===== config.mk =====
export PLATFORM = sky130hd
export DESIGN_NAME = masked_byte_pattern_scanner_flat
export DESIGN_NICKNAME = d
export VERILOG_FILES = /design/src/rtl/mbps_pkg.sv /design/src/rtl/mbps_if.sv /design/src/rtl/masked_byte_pattern_scanner.sv /design/src/rtl/mbps_match_unit.sv /design/src/flat_wrapper.sv
export SDC_FILE = /design/constraint.sdc
export NUM_CORES = 2
export LEC_CHECK = 0
export BUFFER_PORTS_ARGS = -buffer_cell sky130_fd_sc_hd__buf_2
export CORE_MARGIN = 5
export CORE_UTILIZATION = 26
export CTS_BUF_LIST = sky130_fd_sc_hd__clkbuf_16
export DETAILED_ROUTE_END_ITERATION = 12
export PLACE_DENSITY = 0.45
export SLEW_MARGIN = 20
export SYNTH_ARGS = -nofsm -noshare
export SYNTH_HDL_FRONTEND = slang
export SYNTH_HIERARCHICAL = 1
export SYNTH_SLANG_ARGS = --single-unit

===== constraint.sdc =====
create_clock -name clock -period 17.5 [get_ports clock]
set_input_delay 0.875 -clock clock [delete_from_list [all_inputs] [get_ports clock]]
set_output_delay 0.875 -clock clock [all_outputs]
set_load 0.1 [all_outputs]

===== src/rtl/mbps_pkg.sv =====
`timescale 1ns / 1ps
`default_nettype none

package mbps_pkg;

   // Deepest pattern the scanner can hold. Pattern and mask registers cover
   // sixteen bytes; positions beyond them compare as wildcards.
   localparam int PatternMax   = 16;
   localparam int WinIdxWidth  = (PatternMax > 1) ? $clog2(PatternMax) : 1;
   localparam int ByteWidth    = 8;
   localparam int RegWidth     = 64;
   localparam int LenWidth     = 5;
   localparam int AddrWidth    = 48;
   localparam int OffsetWidth  = 32;
   localparam int CsrIdxWidth  = 3;
   localparam int BytesPerReg  = RegWidth / ByteWidth;

   typedef logic [ByteWidth-1:0] byte_type;
   typedef byte_type [PatternMax-1:0] window_type;

   typedef enum logic [CsrIdxWidth-1:0] {
      CSR_PATTERN_LOW    = 3'd0,
      CSR_PATTERN_HIGH   = 3'd1,
      CSR_MASK_LOW       = 3'd2,
      CSR_MASK_HIGH      = 3'd3,
      CSR_PATTERN_LENGTH = 3'd4,
      CSR_BASE_ADDRESS   = 3'd5,
      CSR_RESULT_OFFSET  = 3'd6
   } csr_index_type;

   // Byte k of a low/high register pair; bytes past the pair read as zero.
   function automatic byte_type reg_byte(input logic [RegWidth-1:0] lo,
                                         input logic [RegWidth-1:0] hi,
                                         input int k);
      byte_type b;
      b = '0;
      if (k < BytesPerReg) begin
         b = lo[ByteWidth*k +: ByteWidth];
      end else if (k < 2 * BytesPerReg) begin
         b = hi[ByteWidth*(k-BytesPerReg) +: ByteWidth];
      end
      return b;
   endfunction

endpackage

`default_nettype wire


===== src/rtl/mbps_if.sv =====
`timescale 1ns / 1ps
`default_nettype none

interface mbps_req_if;
   logic                            valid;
   logic                            ready;
   logic [mbps_pkg::ByteWidth-1:0]  data_byte;
   logic                            last_byte;

   modport source (output valid, output data_byte, output last_byte, input ready);
   modport sink   (input valid, input data_byte, input last_byte, output ready);
endinterface

interface mbps_rsp_if;
   logic                            valid;
   logic                            ready;
   logic                            found;
   logic [mbps_pkg::AddrWidth-1:0]  match_address;

   modport source (output valid, output found, output match_address, input ready);
   modport sink   (input valid, input found, input match_address, output ready);
endinterface

`default_nettype wire


===== src/rtl/masked_byte_pattern_scanner.sv =====
`timescale 1ns / 1ps
`default_nettype none

// The scanner takes one memory byte per clock cycle on the request channel,
// unless a stalled response channel holds it back, and looks for the first
// place in a region where the loaded pattern matches under its bit mask (zero
// mask bits are not compared). Every accepted byte shifts a sixteen-byte
// window and runs one parallel masked compare in the same cycle, so a
// transaction can be accepted in every cycle without such a stall; a result
// passes the compare stage register and then the output register, which takes
// the 48-bit address sum, on its way to the response channel. A region produces
// exactly one response: the first match, with address base plus start minus
// the signed offset (modulo 2^48), or a not-found response with address zero
// on the byte marked last. Later matches in the region are dropped, and the
// byte marked last restarts the scan. Configuration registers are written
// through the csr port and should only change while no transaction is in flight.
module masked_byte_pattern_scanner (
   input  wire logic                               clock,
   input  wire logic                               reset,
   mbps_req_if.sink                                req_chan,
   mbps_rsp_if.source                              rsp_chan,
   input  wire logic                               csr_write_enable,
   input  wire logic [mbps_pkg::CsrIdxWidth-1:0]   csr_index,
   input  wire logic [mbps_pkg::RegWidth-1:0]      csr_write_data
);

   localparam int W  = mbps_pkg::WinIdxWidth;
   localparam int AW = mbps_pkg::AddrWidth;
   localparam int OW = mbps_pkg::OffsetWidth;

   // Configuration registers.
   logic [mbps_pkg::RegWidth-1:0] pattern_low_ff, pattern_high_ff;
   logic [mbps_pkg::RegWidth-1:0] mask_low_ff, mask_high_ff;
   logic [mbps_pkg::LenWidth-1:0] pattern_length_ff;
   logic [AW-1:0]                 base_address_ff;
   logic [OW-1:0]                 result_offset_ff;

   always_ff @(posedge clock) begin
      if (reset) begin
         pattern_low_ff    <= '0;
         pattern_high_ff   <= '0;
         mask_low_ff       <= '0;
         mask_high_ff      <= '0;
         pattern_length_ff <= mbps_pkg::LenWidth'(1);
         base_address_ff   <= '0;
         result_offset_ff  <= '0;
      end else if (csr_write_enable) begin
         unique case (mbps_pkg::csr_index_type'(csr_index))
            mbps_pkg::CSR_PATTERN_LOW:    pattern_low_ff    <= csr_write_data;
            mbps_pkg::CSR_PATTERN_HIGH:   pattern_high_ff   <= csr_write_data;
            mbps_pkg::CSR_MASK_LOW:       mask_low_ff       <= csr_write_data;
            mbps_pkg::CSR_MASK_HIGH:      mask_high_ff      <= csr_write_data;
            mbps_pkg::CSR_PATTERN_LENGTH: begin
               pattern_length_ff <= csr_write_data[mbps_pkg::LenWidth-1:0];
            end
            mbps_pkg::CSR_BASE_ADDRESS:   base_address_ff   <= csr_write_data[AW-1:0];
            mbps_pkg::CSR_RESULT_OFFSET:  result_offset_ff  <= csr_write_data[OW-1:0];
            default: begin
            end
         endcase
      end
   end

   // Effective length minus one: a length of zero acts as one, and anything
   // longer than the window is clamped to the window depth.
   logic [W-1:0] len_m1;
   always_comb begin
      if (pattern_length_ff == '0) begin
         len_m1 = '0;
      end else if (int'(pattern_length_ff) > mbps_pkg::PatternMax) begin
         len_m1 = W'(mbps_pkg::PatternMax - 1);
      end else begin
         len_m1 = W'(pattern_length_ff - mbps_pkg::LenWidth'(1));
      end
   end

   // Region state: the window of recent bytes, the byte count and whether this
   // region has already been answered.
   mbps_pkg::window_type window_ff, window_in;
   logic [AW-1:0]        bytes_seen_ff, bytes_seen_in;
   logic                 reported_ff, reported_in;

   // Compare stage register and the output register.
   logic          s1_valid_ff, s1_valid_in;
   logic          s1_found_ff, s1_found_in;
   logic [AW-1:0] s1_start_ff, s1_start_in;
   logic          rsp_valid_ff, rsp_valid_in;
   logic          rsp_found_ff, rsp_found_in;
   logic [AW-1:0] rsp_addr_ff, rsp_addr_in;

   logic                 req_fire;
   logic                 out_free;
   logic                 s1_move;
   mbps_pkg::window_type window_shift;
   logic [AW-1:0]        seen_next;
   logic [AW-1:0]        len_full;
   logic                 hit;
   logic                 hit_now;
   logic                 emit;

   // The response register frees up when it is empty or being drained; the
   // compare stage may then advance, and a new transaction may enter whenever
   // the compare stage is empty or advancing.
   assign out_free       = !rsp_valid_ff || rsp_chan.ready;
   assign s1_move        = s1_valid_ff && out_free;
   assign req_chan.ready = !s1_valid_ff || out_free;
   assign req_fire       = req_chan.valid && req_chan.ready;

   always_comb begin
      window_shift[0] = req_chan.data_byte;
      for (int j = 1; j < mbps_pkg::PatternMax; j++) begin
         window_shift[j] = window_ff[j-1];
      end
   end

   assign seen_next = bytes_seen_ff + AW'(1);
   assign len_full  = AW'(len_m1) + AW'(1);

   mbps_match_unit u_match (
      .window       (window_shift),
      .pattern_low  (pattern_low_ff),
      .pattern_high (pattern_high_ff),
      .mask_low     (mask_low_ff),
      .mask_high    (mask_high_ff),
      .len_m1       (len_m1),
      .hit          (hit)
   );

   // Only the first match of a region counts, and only once enough bytes have
   // arrived to fill the pattern. A region ending unanswered gets not-found.
   assign hit_now = !reported_ff && (seen_next >= len_full) && hit;
   assign emit    = hit_now || (req_chan.last_byte && !reported_ff);

   always_comb begin
      window_in     = window_ff;
      bytes_seen_in = bytes_seen_ff;
      reported_in   = reported_ff;
      if (req_fire) begin
         if (req_chan.last_byte) begin
            window_in     = '0;
            bytes_seen_in = '0;
            reported_in   = 1'b0;
         end else begin
            window_in     = window_shift;
            bytes_seen_in = seen_next;
            reported_in   = reported_ff || hit_now;
         end
      end
   end

   always_comb begin
      s1_valid_in = s1_valid_ff;
      s1_found_in = s1_found_ff;
      s1_start_in = s1_start_ff;
      if (req_fire && emit) begin
         s1_valid_in = 1'b1;
         s1_found_in = hit_now;
         s1_start_in = seen_next - len_full;
      end else if (s1_move) begin
         s1_valid_in = 1'b0;
      end
   end

   // The reported address is base plus start minus the sign-extended offset.
   always_comb begin
      rsp_valid_in = rsp_valid_ff;
      rsp_found_in = rsp_found_ff;
      rsp_addr_in  = rsp_addr_ff;
      if (s1_move) begin
         rsp_valid_in = 1'b1;
         rsp_found_in = s1_found_ff;
         if (s1_found_ff) begin
            rsp_addr_in = base_address_ff + s1_start_ff
                        - {{(AW-OW){result_offset_ff[OW-1]}}, result_offset_ff};
         end else begin
            rsp_addr_in = '0;
         end
      end else if (rsp_chan.ready) begin
         rsp_valid_in = 1'b0;
      end
   end

   always_ff @(posedge clock) begin
      if (reset) begin
         window_ff     <= '0;
         bytes_seen_ff <= '0;
         reported_ff   <= 1'b0;
         s1_valid_ff   <= 1'b0;
         rsp_valid_ff  <= 1'b0;
      end else begin
         window_ff     <= window_in;
         bytes_seen_ff <= bytes_seen_in;
         reported_ff   <= reported_in;
         s1_valid_ff   <= s1_valid_in;
         rsp_valid_ff  <= rsp_valid_in;
      end
   end

   always_ff @(posedge clock) begin
      s1_found_ff  <= s1_found_in;
      s1_start_ff  <= s1_start_in;
      rsp_found_ff <= rsp_found_in;
      rsp_addr_ff  <= rsp_addr_in;
   end

   assign rsp_chan.valid         = rsp_valid_ff;
   assign rsp_chan.found         = rsp_found_ff;
   assign rsp_chan.match_address = rsp_addr_ff;

endmodule

`default_nettype wire


===== src/rtl/mbps_match_unit.sv =====
`timescale 1ns / 1ps
`default_nettype none

// Masked compare of the window against the active pattern bytes.
module mbps_match_unit (
   input  wire mbps_pkg::window_type            window,
   input  wire logic [mbps_pkg::RegWidth-1:0]   pattern_low,
   input  wire logic [mbps_pkg::RegWidth-1:0]   pattern_high,
   input  wire logic [mbps_pkg::RegWidth-1:0]   mask_low,
   input  wire logic [mbps_pkg::RegWidth-1:0]   mask_high,
   input  wire logic [mbps_pkg::WinIdxWidth-1:0] len_m1,
   output logic                                 hit
);

   localparam int W = mbps_pkg::WinIdxWidth;

   always_comb begin
      logic [W-1:0]        idx;
      mbps_pkg::byte_type  m;
      mbps_pkg::byte_type  p;
      mbps_pkg::byte_type  w;
      hit = 1'b1;
      for (int k = 0; k < mbps_pkg::PatternMax; k++) begin
         // Pattern byte k lines up with the byte seen len-1-k transactions ago.
         idx = len_m1 - W'(k);
         m   = mbps_pkg::reg_byte(mask_low, mask_high, k);
         p   = mbps_pkg::reg_byte(pattern_low, pattern_high, k);
         w   = window[idx];
         if ((int'(len_m1) >= k) && ((m & w) != (m & p))) begin
            hit = 1'b0;
         end
      end
   end

endmodule

`default_nettype wire

===== src/flat_wrapper.sv =====
// flat-port wrapper written by rule: the top's interface ports become plain ports
module masked_byte_pattern_scanner_flat 
  (clock, reset, csr_write_enable, csr_index, csr_write_data, req_chan_valid, req_chan_data_byte, req_chan_last_byte, req_chan_ready, rsp_chan_valid, rsp_chan_found, rsp_chan_match_address, rsp_chan_ready);
  mbps_req_if req_chan_i ();
  mbps_rsp_if rsp_chan_i ();
  input  wire logic clock;
  input  wire logic reset;
  input  wire logic csr_write_enable;
  input  wire logic [mbps_pkg::CsrIdxWidth-1:0] csr_index;
  input  wire logic [mbps_pkg::RegWidth-1:0] csr_write_data;
  input wire logic [$bits(req_chan_i.valid)-1:0] req_chan_valid;
  input wire logic [$bits(req_chan_i.data_byte)-1:0] req_chan_data_byte;
  input wire logic [$bits(req_chan_i.last_byte)-1:0] req_chan_last_byte;
  output wire logic [$bits(req_chan_i.ready)-1:0] req_chan_ready;
  output wire logic [$bits(rsp_chan_i.valid)-1:0] rsp_chan_valid;
  output wire logic [$bits(rsp_chan_i.found)-1:0] rsp_chan_found;
  output wire logic [$bits(rsp_chan_i.match_address)-1:0] rsp_chan_match_address;
  input wire logic [$bits(rsp_chan_i.ready)-1:0] rsp_chan_ready;
  assign req_chan_i.valid = req_chan_valid;
  assign req_chan_i.data_byte = req_chan_data_byte;
  assign req_chan_i.last_byte = req_chan_last_byte;
  assign req_chan_ready = req_chan_i.ready;
  assign rsp_chan_valid = rsp_chan_i.valid;
  assign rsp_chan_found = rsp_chan_i.found;
  assign rsp_chan_match_address = rsp_chan_i.match_address;
  assign rsp_chan_i.ready = rsp_chan_ready;
  masked_byte_pattern_scanner u_core (.clock(clock), .reset(reset), .req_chan(req_chan_i), .rsp_chan(rsp_chan_i), .csr_write_enable(csr_write_enable), .csr_index(csr_index), .csr_write_data(csr_write_data));
endmodule

---- Word level (Yosys, flattened, before mapping) ----
Cells that the tools add are included.
operators by class
  bitwise gates (word level) .............. 32
  reduce and logical (&&, ||, !) cells .... 39
  equality and inequality tests ........... 22
  order comparisons ....................... 33
  add/subtract/negate cells ............... 21
  multiplexer cells ....................... 57
operators by type and width
  operator                 count
  $bmux W8 S4              16
  $and A8 B8 Y8            32
  $mux W8                  16
  $ne A8 B8 Y1             16
  $mux W120                1
  $sub A48 B48 Y48         2
  $lt A4 B5 Y1 const B     16
  $add A48 B1 Y48 const B  1
  $add A48 B48 Y48         1
  $ge A48 B48 Y1           1
  $mux W48                 1
  $ge A4 B4 Y1 const B     8
  $sub A4 B4 Y4 const B    8
  $logic_and A1 B1 Y1      21
  $mux W1                  21
  $ge A4 B3 Y1 const B     4
  $sub A4 B3 Y4 const B    4
  $reduce_and A2 Y1        7
  $eq A3 B3 Y1 const B     3
  $ge A4 B2 Y1 const B     2
  $mux W4                  2
  $sub A4 B1 Y4 const B    2
  $sub A4 B2 Y4 const B    2
  $eq A3 B2 Y1 const B     2
  other kinds (9)          15
word-level totals
  input bits .............................. 81
  register bits after elaboration ......... 610

---- Logic depth before layout (Yosys ltp) ----
  depth after elaboration ................. 28
  gate-level depth with buffers ........... 33
  gate-level depth less buffers ........... 22

---- Hierarchy ----
The synthesis kept the hierarchy.
by module, submodules not included
  module                       cells each  instances  sequential area each (sq um)  area each (sq um)
  masked_byte_pattern_scanner  3467        1          13192.7                       28473.6
  mbps_match_unit              992         1          0.0                           10617.7

---- Worst setup path after synthesis ----
OpenSTA, ideal clock, no wires.
  path type ............................... reg2reg
  start point ............................. register u_core/pattern_length_ff[0] in the netlist's numbering
  end point ............................... register u_core.s1_found_ff, enable pin
  data arrival time ....................... 7.999 ns
  path buffers ............................ 8
  data required time ...................... 17.044 ns
  cell stages (with the launch flop) ...... 30
  setup slack ............................. 9.045 ns
  cells stage by stage .................... dfxtp_1 inv_1 ha_1 nor3b_1 nand2_1 nand2_1 o21a_1 inv_1 buf_6 buf_12 buf_4 buf_6 inv_1 buf_2 clkbuf_1 ha_1 xor2_1 buf_4 buf_4 mux4_2 o21ai_0 mux2i_1 xor2_1 a2111oi_0 o221ai_1 nor4_2 inv_1 a31oi_2 o21ai_1 nor2_1
on the way
  longest elaborated chain between the ends .. 27
ends and longest elaborated chain
  element                                        line                                                                  RTL
  start: declaration                             masked_byte_pattern_scanner.sv:34                                     logic [mbps_pkg::LenWidth-1:0] pattern_length_ff;
  start signal: assignment                       masked_byte_pattern_scanner.sv:44                                     pattern_length_ff <= mbps_pkg::LenWidth'(1);
  start signal: assignment                       masked_byte_pattern_scanner.sv:54                                     pattern_length_ff <= csr_write_data[mbps_pkg::LenWidth-1:0];
  $sub A4 B1 Y4 or $gt A5 B5 Y1 (tied branches)  masked_byte_pattern_scanner.sv:73, masked_byte_pattern_scanner.sv:70
  $mux W4                                        masked_byte_pattern_scanner.sv:70                                     end else if (int'(pattern_length_ff) > mbps_pkg::PatternMax) begin
  $mux W4 (*)                                    masked_byte_pattern_scanner.sv:68                                     if (pattern_length_ff == '0) begin
  named net u_core.len_m1[0]                     masked_byte_pattern_scanner.sv:66                                     logic [W-1:0] len_m1;
  $sub A4 B1 Y4                                  mbps_match_unit.sv:25                                                 idx = len_m1 - W'(k);
  $bmux W8 S4                                    mbps_match_unit.sv:28                                                 w = window[idx];
  $mux W8 (implied by the code)                  mbps_match_unit.sv:28
  $and A8 B8 Y8                                  mbps_match_unit.sv:29                                                 if ((int'(len_m1) >= k) && ((m & w) != (m & p))) begin
  $ne A8 B8 Y1                                   mbps_match_unit.sv:29
  $logic_and A1 B1 Y1                            mbps_match_unit.sv:29
  $mux W1 (14 in series)                         mbps_match_unit.sv:29
  $mux W1 (*)                                    mbps_match_unit.sv:29
  named net u_core.hit                           masked_byte_pattern_scanner.sv:97                                     logic hit;
  $logic_and A1 B1 Y1 (*)                        masked_byte_pattern_scanner.sv:131                                    assign hit_now = !reported_ff && (seen_next >= len_full) && hit;
  $logic_or A1 B1 Y1 (*)                         masked_byte_pattern_scanner.sv:132                                    assign emit = hit_now || (req_chan.last_byte && !reported_ff);
  $logic_and A1 B1 Y1 (*)                        masked_byte_pattern_scanner.sv:155                                    if (req_fire && emit) begin
  end signal: assignment                         masked_byte_pattern_scanner.sv:200                                    s1_found_ff <= s1_found_in;
  end: declaration                               masked_byte_pattern_scanner.sv:85                                     logic s1_found_ff, s1_found_in;
Mark *: on every way through the listed nets, which the timed path passes. The rest lies on a longest branch. The select of a mux whose other input is x is not followed.
A chain may end at the register's enable or synchronous reset.

---- Final worst setup path ----
  start point ............................. register u_core/pattern_length_ff[0] in the netlist's numbering
  end point ............................... register u_core.s1_start_ff[33], enable pin
on the way
  longest elaborated chain between the ends .. 27
ends and longest elaborated chain
  element                                        line                                                                  RTL
  $sub A4 B1 Y4 or $gt A5 B5 Y1 (tied branches)  masked_byte_pattern_scanner.sv:73, masked_byte_pattern_scanner.sv:70
  $mux W4                                        masked_byte_pattern_scanner.sv:70
  $mux W4 (*)                                    masked_byte_pattern_scanner.sv:68
  named net u_core.len_m1[0]                     masked_byte_pattern_scanner.sv:66
  $sub A4 B1 Y4                                  mbps_match_unit.sv:25
  $bmux W8 S4                                    mbps_match_unit.sv:28
  $mux W8 (implied by the code)                  mbps_match_unit.sv:28
  $and A8 B8 Y8                                  mbps_match_unit.sv:29
  $ne A8 B8 Y1                                   mbps_match_unit.sv:29
  $logic_and A1 B1 Y1                            mbps_match_unit.sv:29
  $mux W1 (14 in series)                         mbps_match_unit.sv:29
  $mux W1 (*)                                    mbps_match_unit.sv:29
  named net u_core.hit                           masked_byte_pattern_scanner.sv:97
  $logic_and A1 B1 Y1 (*)                        masked_byte_pattern_scanner.sv:131
  $logic_or A1 B1 Y1 (*)                         masked_byte_pattern_scanner.sv:132
  $logic_and A1 B1 Y1 (*)                        masked_byte_pattern_scanner.sv:155
  end signal: assignment                         masked_byte_pattern_scanner.sv:201                                    s1_start_ff <= s1_start_in;
  end: declaration                               masked_byte_pattern_scanner.sv:86                                     logic [AW-1:0] s1_start_ff, s1_start_in;
Marks and branches as above.

==> results.yml <==
floorplanning:
  die_h_um: 397.8
  die_w_um: 397.8
  dieArea_um2: 158200
  coreArea_um2: 149600
  ios: 132
  placementRows: 142
  start_util_pct: 26.13
sta:
  clock_skew_ns: 0.03431
  finalHoldViolCount: 0
  worst_pin_slew_ns: 1.154
  rsz0062_at_grt: "no"
  maxSlewHeadroom_pct: 20.86
  finalSetupTns_ns: 0
  fin_crit_ns: 8.205
  setup_viol: 0
  period_share_pct: 46.88
  slew_viol_final: 0
  max_freq_mhz: 121.9
grt:
  use_met1_pct: 24.59
  antenna_found_initial: 7
  grt.total_usage_pct: 17.99
  grt_util_met2_pct: 28.86
  grt.met3_usage_pct: 2.531
  grt-ovfl-total: 0
  grt_pass1_wl_um: 216300
  grt_pass1_vias: 31640
  grt_max_degree: 112
  grt_busiest_layer: "met2"
worst_setup_path:
  worstReg2RegEnd: "u_core/s1_start_ff[33]"
  r2r-start: "u_core/pattern_length_ff[0]"
  r2r_cells: 24
  cp.required_ns: 17.79
  crit_chain: "inv_1, ha_1, nor3b_1, nand2_1, nand2_1, o21a_1, inv_6, inv_2, ha_4, buf_6, mux2i_1, mux4_2, xnor2_1, a32oi_1, and4_1, a21oi_1, a2111oi_0, o221ai_1, nor4_2, inv_1, a31oi_2, o21ai_1, nor2_4, buf_4"
  crit_start: "u_core/pattern_length_ff[0]"
  crit_type: "reg -> reg"
  crit_path_max_fanout: 83
  cp.depth: 24
  slowest_stage: "a2111oi_0"
  cp.arrival_ns: 8.49
  crit_path_end: "u_core/s1_start_ff[33]"
  crit_buf_inv: 6
  start_kind: "register"
  slowest_delay_ns: 0.93
  crit_family: "compound AO/OA/AOI/OAI gates"
  timing.critical_path.to_type: "register"
  ff2ff_setup_slack_ns: 9.30
routing:
  finalWirelength_um: 147300
  wire_per_inst_um: 22.66
  antenna_left: 0
  drc_errors: 0
  drt_iter0_markers: 3030
  dr.pass1.iters: 6
  viasPerCell: 5.166
  vias: 33570
clocking:
  insertion_delay_ns: 0.67
  cts_resized: 0
  post-cts-setup-buffer-count: 0
  cts_hold_buf: 0
  cts_tree: "built"
  clkSinkCount: 610
  cts-htree-levels: 3
  clk_path_buf_depth: 3
  cts_root_buf: "clkbuf_16"
  clk_pin_slew_ns: 0.06
  numCtsBuffers: 73
yosys:
  yosysWarnings: 6
  synth_nets: 4656
  synthCells: 4459
  synth_cell_types: 110
  avgSynthCellArea_um2: 8.767
  mappedNetlistArea_um2: 39090
  ys.flop_type: "dfxtp_1"
  synth_edf_count: 98
  synth_seq_cells: 610
  synth_seq_area_share_pct: 33.75
  async_flop_share_pct: 0
layout:
  syn_to_final_growth_pct: 12.31
  finalInstanceArea_um2: 43900
  multi_input_area_um2: 23860
  drive_gt1_share_pct: 13.06
  final_nets: 4623
  regArea_um2: 13190
  fillers: 15910
power:
  total_power_uw: 4044
  peakVddDrop_uv: 65.23
  p_leak_uw: 0.01623
  power.density_nw_per_um2: 92.11
placed_design:
  dpl_cell_area_um2: 41580
  dp_hpwl_um: 104900
  gp_congestion: 0.9252
  portBuffers: 131
run_status:
  outcome: "completed"
flow_run:
  drv_cap: 0
min_path:
  hold_class: "reg -> reg"
==> layer usage <==
metal	routed length [um]	part of all wire, %
met1	64920	44
met2	67340	46
met3	9219	6.3
met4	5756	3.9
met5	13	0.0088
==> how the worst min path moves through the flow <==
stage                          startpoint                         end  slack, ns  depth (start not counted)
3_3_place_gp      u_core/mask_high_ff[50]     u_core/mask_high_ff[50]       0.44                          2
5_1_grt         u_core/base_address_ff[4]   u_core/base_address_ff[4]       0.47                          2
4_1_cts                csr_write_data[60]   u_core/pattern_low_ff[60]       0.44                          3
6_report       u_core/base_address_ff[39]  u_core/base_address_ff[39]       0.45                          2
3_5_place_dp      u_core/mask_high_ff[49]     u_core/mask_high_ff[49]       0.45                          2
2_1_floorplan          u_core/s1_found_ff       u_core/rsp_chan.found       0.42                          0
==> final cells by class <==
| type | count | area share (%) |
|---|---|---|
| Multi-Input combinational cell | 3324 | 54.35 |
| Antenna cell | 2 | 0.01140 |
| Clock buffer | 79 | 4.503 |
| Inverter | 223 | 1.918 |
| Sequential cell | 610 | 30.05 |
| Tap cell | 2016 | 5.746 |
| Clock inverter | 51 | 0.7695 |
| Timing Repair Buffer | 194 | 2.648 |
==> sequential cells by signal (all words and copies together) (netlist names) <==
register and cells:
u_core/rsp_chan.match_address 48, u_core/bytes_seen_ff 48, u_core/pattern_length_ff 5, u_core/pattern_high_ff 64, u_core/s1_found_ff 1, u_core/mask_low_ff 64, u_core/result_offset_ff 32, u_core/window_ff 120
u_core/s1_start_ff 48, u_core/s1_valid_ff 1, u_core/rsp_chan.found 1, u_core/reported_ff 1, u_core/base_address_ff 48, u_core/rsp_chan.valid 1, u_core/mask_high_ff 64, u_core/pattern_low_ff 64
==> cells in the mapped netlist (38+ instances only) <==
library cell	count	share of area (%)
nand2_1	829	8.0
nand2b_1	38	0.61
edfxtp_1	98	7.5
nor3_1	39	0.50
a21oi_1	555	7.1
inv_1	220	2.1
nand3_1	112	1.4
mux2i_1	176	4.5
and3_1	131	2.1
xnor2_1	172	3.9
o21ai_0	74	0.95
fa_1	48	2.5
dfxtp_1	512	26
clkbuf_1	217	2.1
xor2_1	109	2.4
nor2_1	275	2.6
ha_1	68	2.2
a21o_1	38	0.73
mux4_2	185	11
==> per-stage QoR <==
stage / hold slack, ns / util (%) / std cells / setup slack [ns]
after floorplan: 0.4244 / - / 4459 / 9.045
after global placement: 0.4427 / 27.78 / 6366 / 9.253
after detailed placement: 0.4470 / 27.79 / 6367 / 9.131
after CTS: 0.4429 / 29.34 / 6497 / 9.117
after global routing: 0.4673 / 29.35 / 6498 / 8.842
final: 0.4526 / 29.35 / 6499 / 9.295
==> logic make-up (layout without fill, tap and decap cells) <==
| family | Yosys count | after routing | share of synthesized area [%] |
|---|---|---|---|
| buffers and inverters | 525 | 547 | 5.662 |
| XOR/XNOR | 282 | 282 | 6.337 |
| flip-flops | 610 | 610 | 33.75 |
| adder cells (fa/ha/maj) | 116 | 116 | 4.635 |
| other | 0 | 2 | 0 |
| multiplexers | 384 | 384 | 16.21 |
| AO/OA/AOI/OAI | 923 | 923 | 14.23 |
| AND/OR/NAND/NOR | 1619 | 1619 | 19.17 |
==> worst min-delay path: cells and delay by family, from the launching register on <==
kind	cells	cell delay, ns
flip-flops	1	0.30
AO/OA/AOI/OAI	1	0.05
AND/OR/NAND/NOR	1	0.05
==> placed cells by master (no fill, tap or decap), types with 13 or more instances in the layout <==
cell / synthesis / layout
buf_2: 36 / 130
a31oi_1: 21 / 21
dfxtp_1: 512 / 512
nor2b_1: 18 / 17
o21ai_0: 74 / 73
xnor2_1: 172 / 167
buf_4: 26 / 61
nor3_1: 39 / 38
a22o_1: 19 / 19
and2_1: 22 / 21
nor3b_1: 18 / 18
a22oi_1: 36 / 36
clkinv_1: 2 / 19
nor4_1: 21 / 21
mux2_2: 13 / 13
o21a_1: 16 / 16
nand3_1: 112 / 110
and3_1: 131 / 130
inv_1: 220 / 228
nor2_1: 275 / 269
ha_1: 68 / 67
a21oi_1: 555 / 555
mux4_2: 185 / 185
or3_1: 18 / 17
edfxtp_1: 98 / 98
mux2i_1: 176 / 176
xor2_1: 109 / 107
clkbuf_16: 0 / 79
a221oi_1: 19 / 19
nand2_1: 829 / 826
a211oi_1: 20 / 20
fa_1: 48 / 48
nand4_1: 29 / 29
a21o_1: 38 / 38
nand2b_1: 38 / 38
==> where the power goes <==
group,switching (uW),internal (uW)
clock,638,858
combinational,668,343
sequential,30.6,1510
total,1340,2710
(Power assumes the default switching activity.)
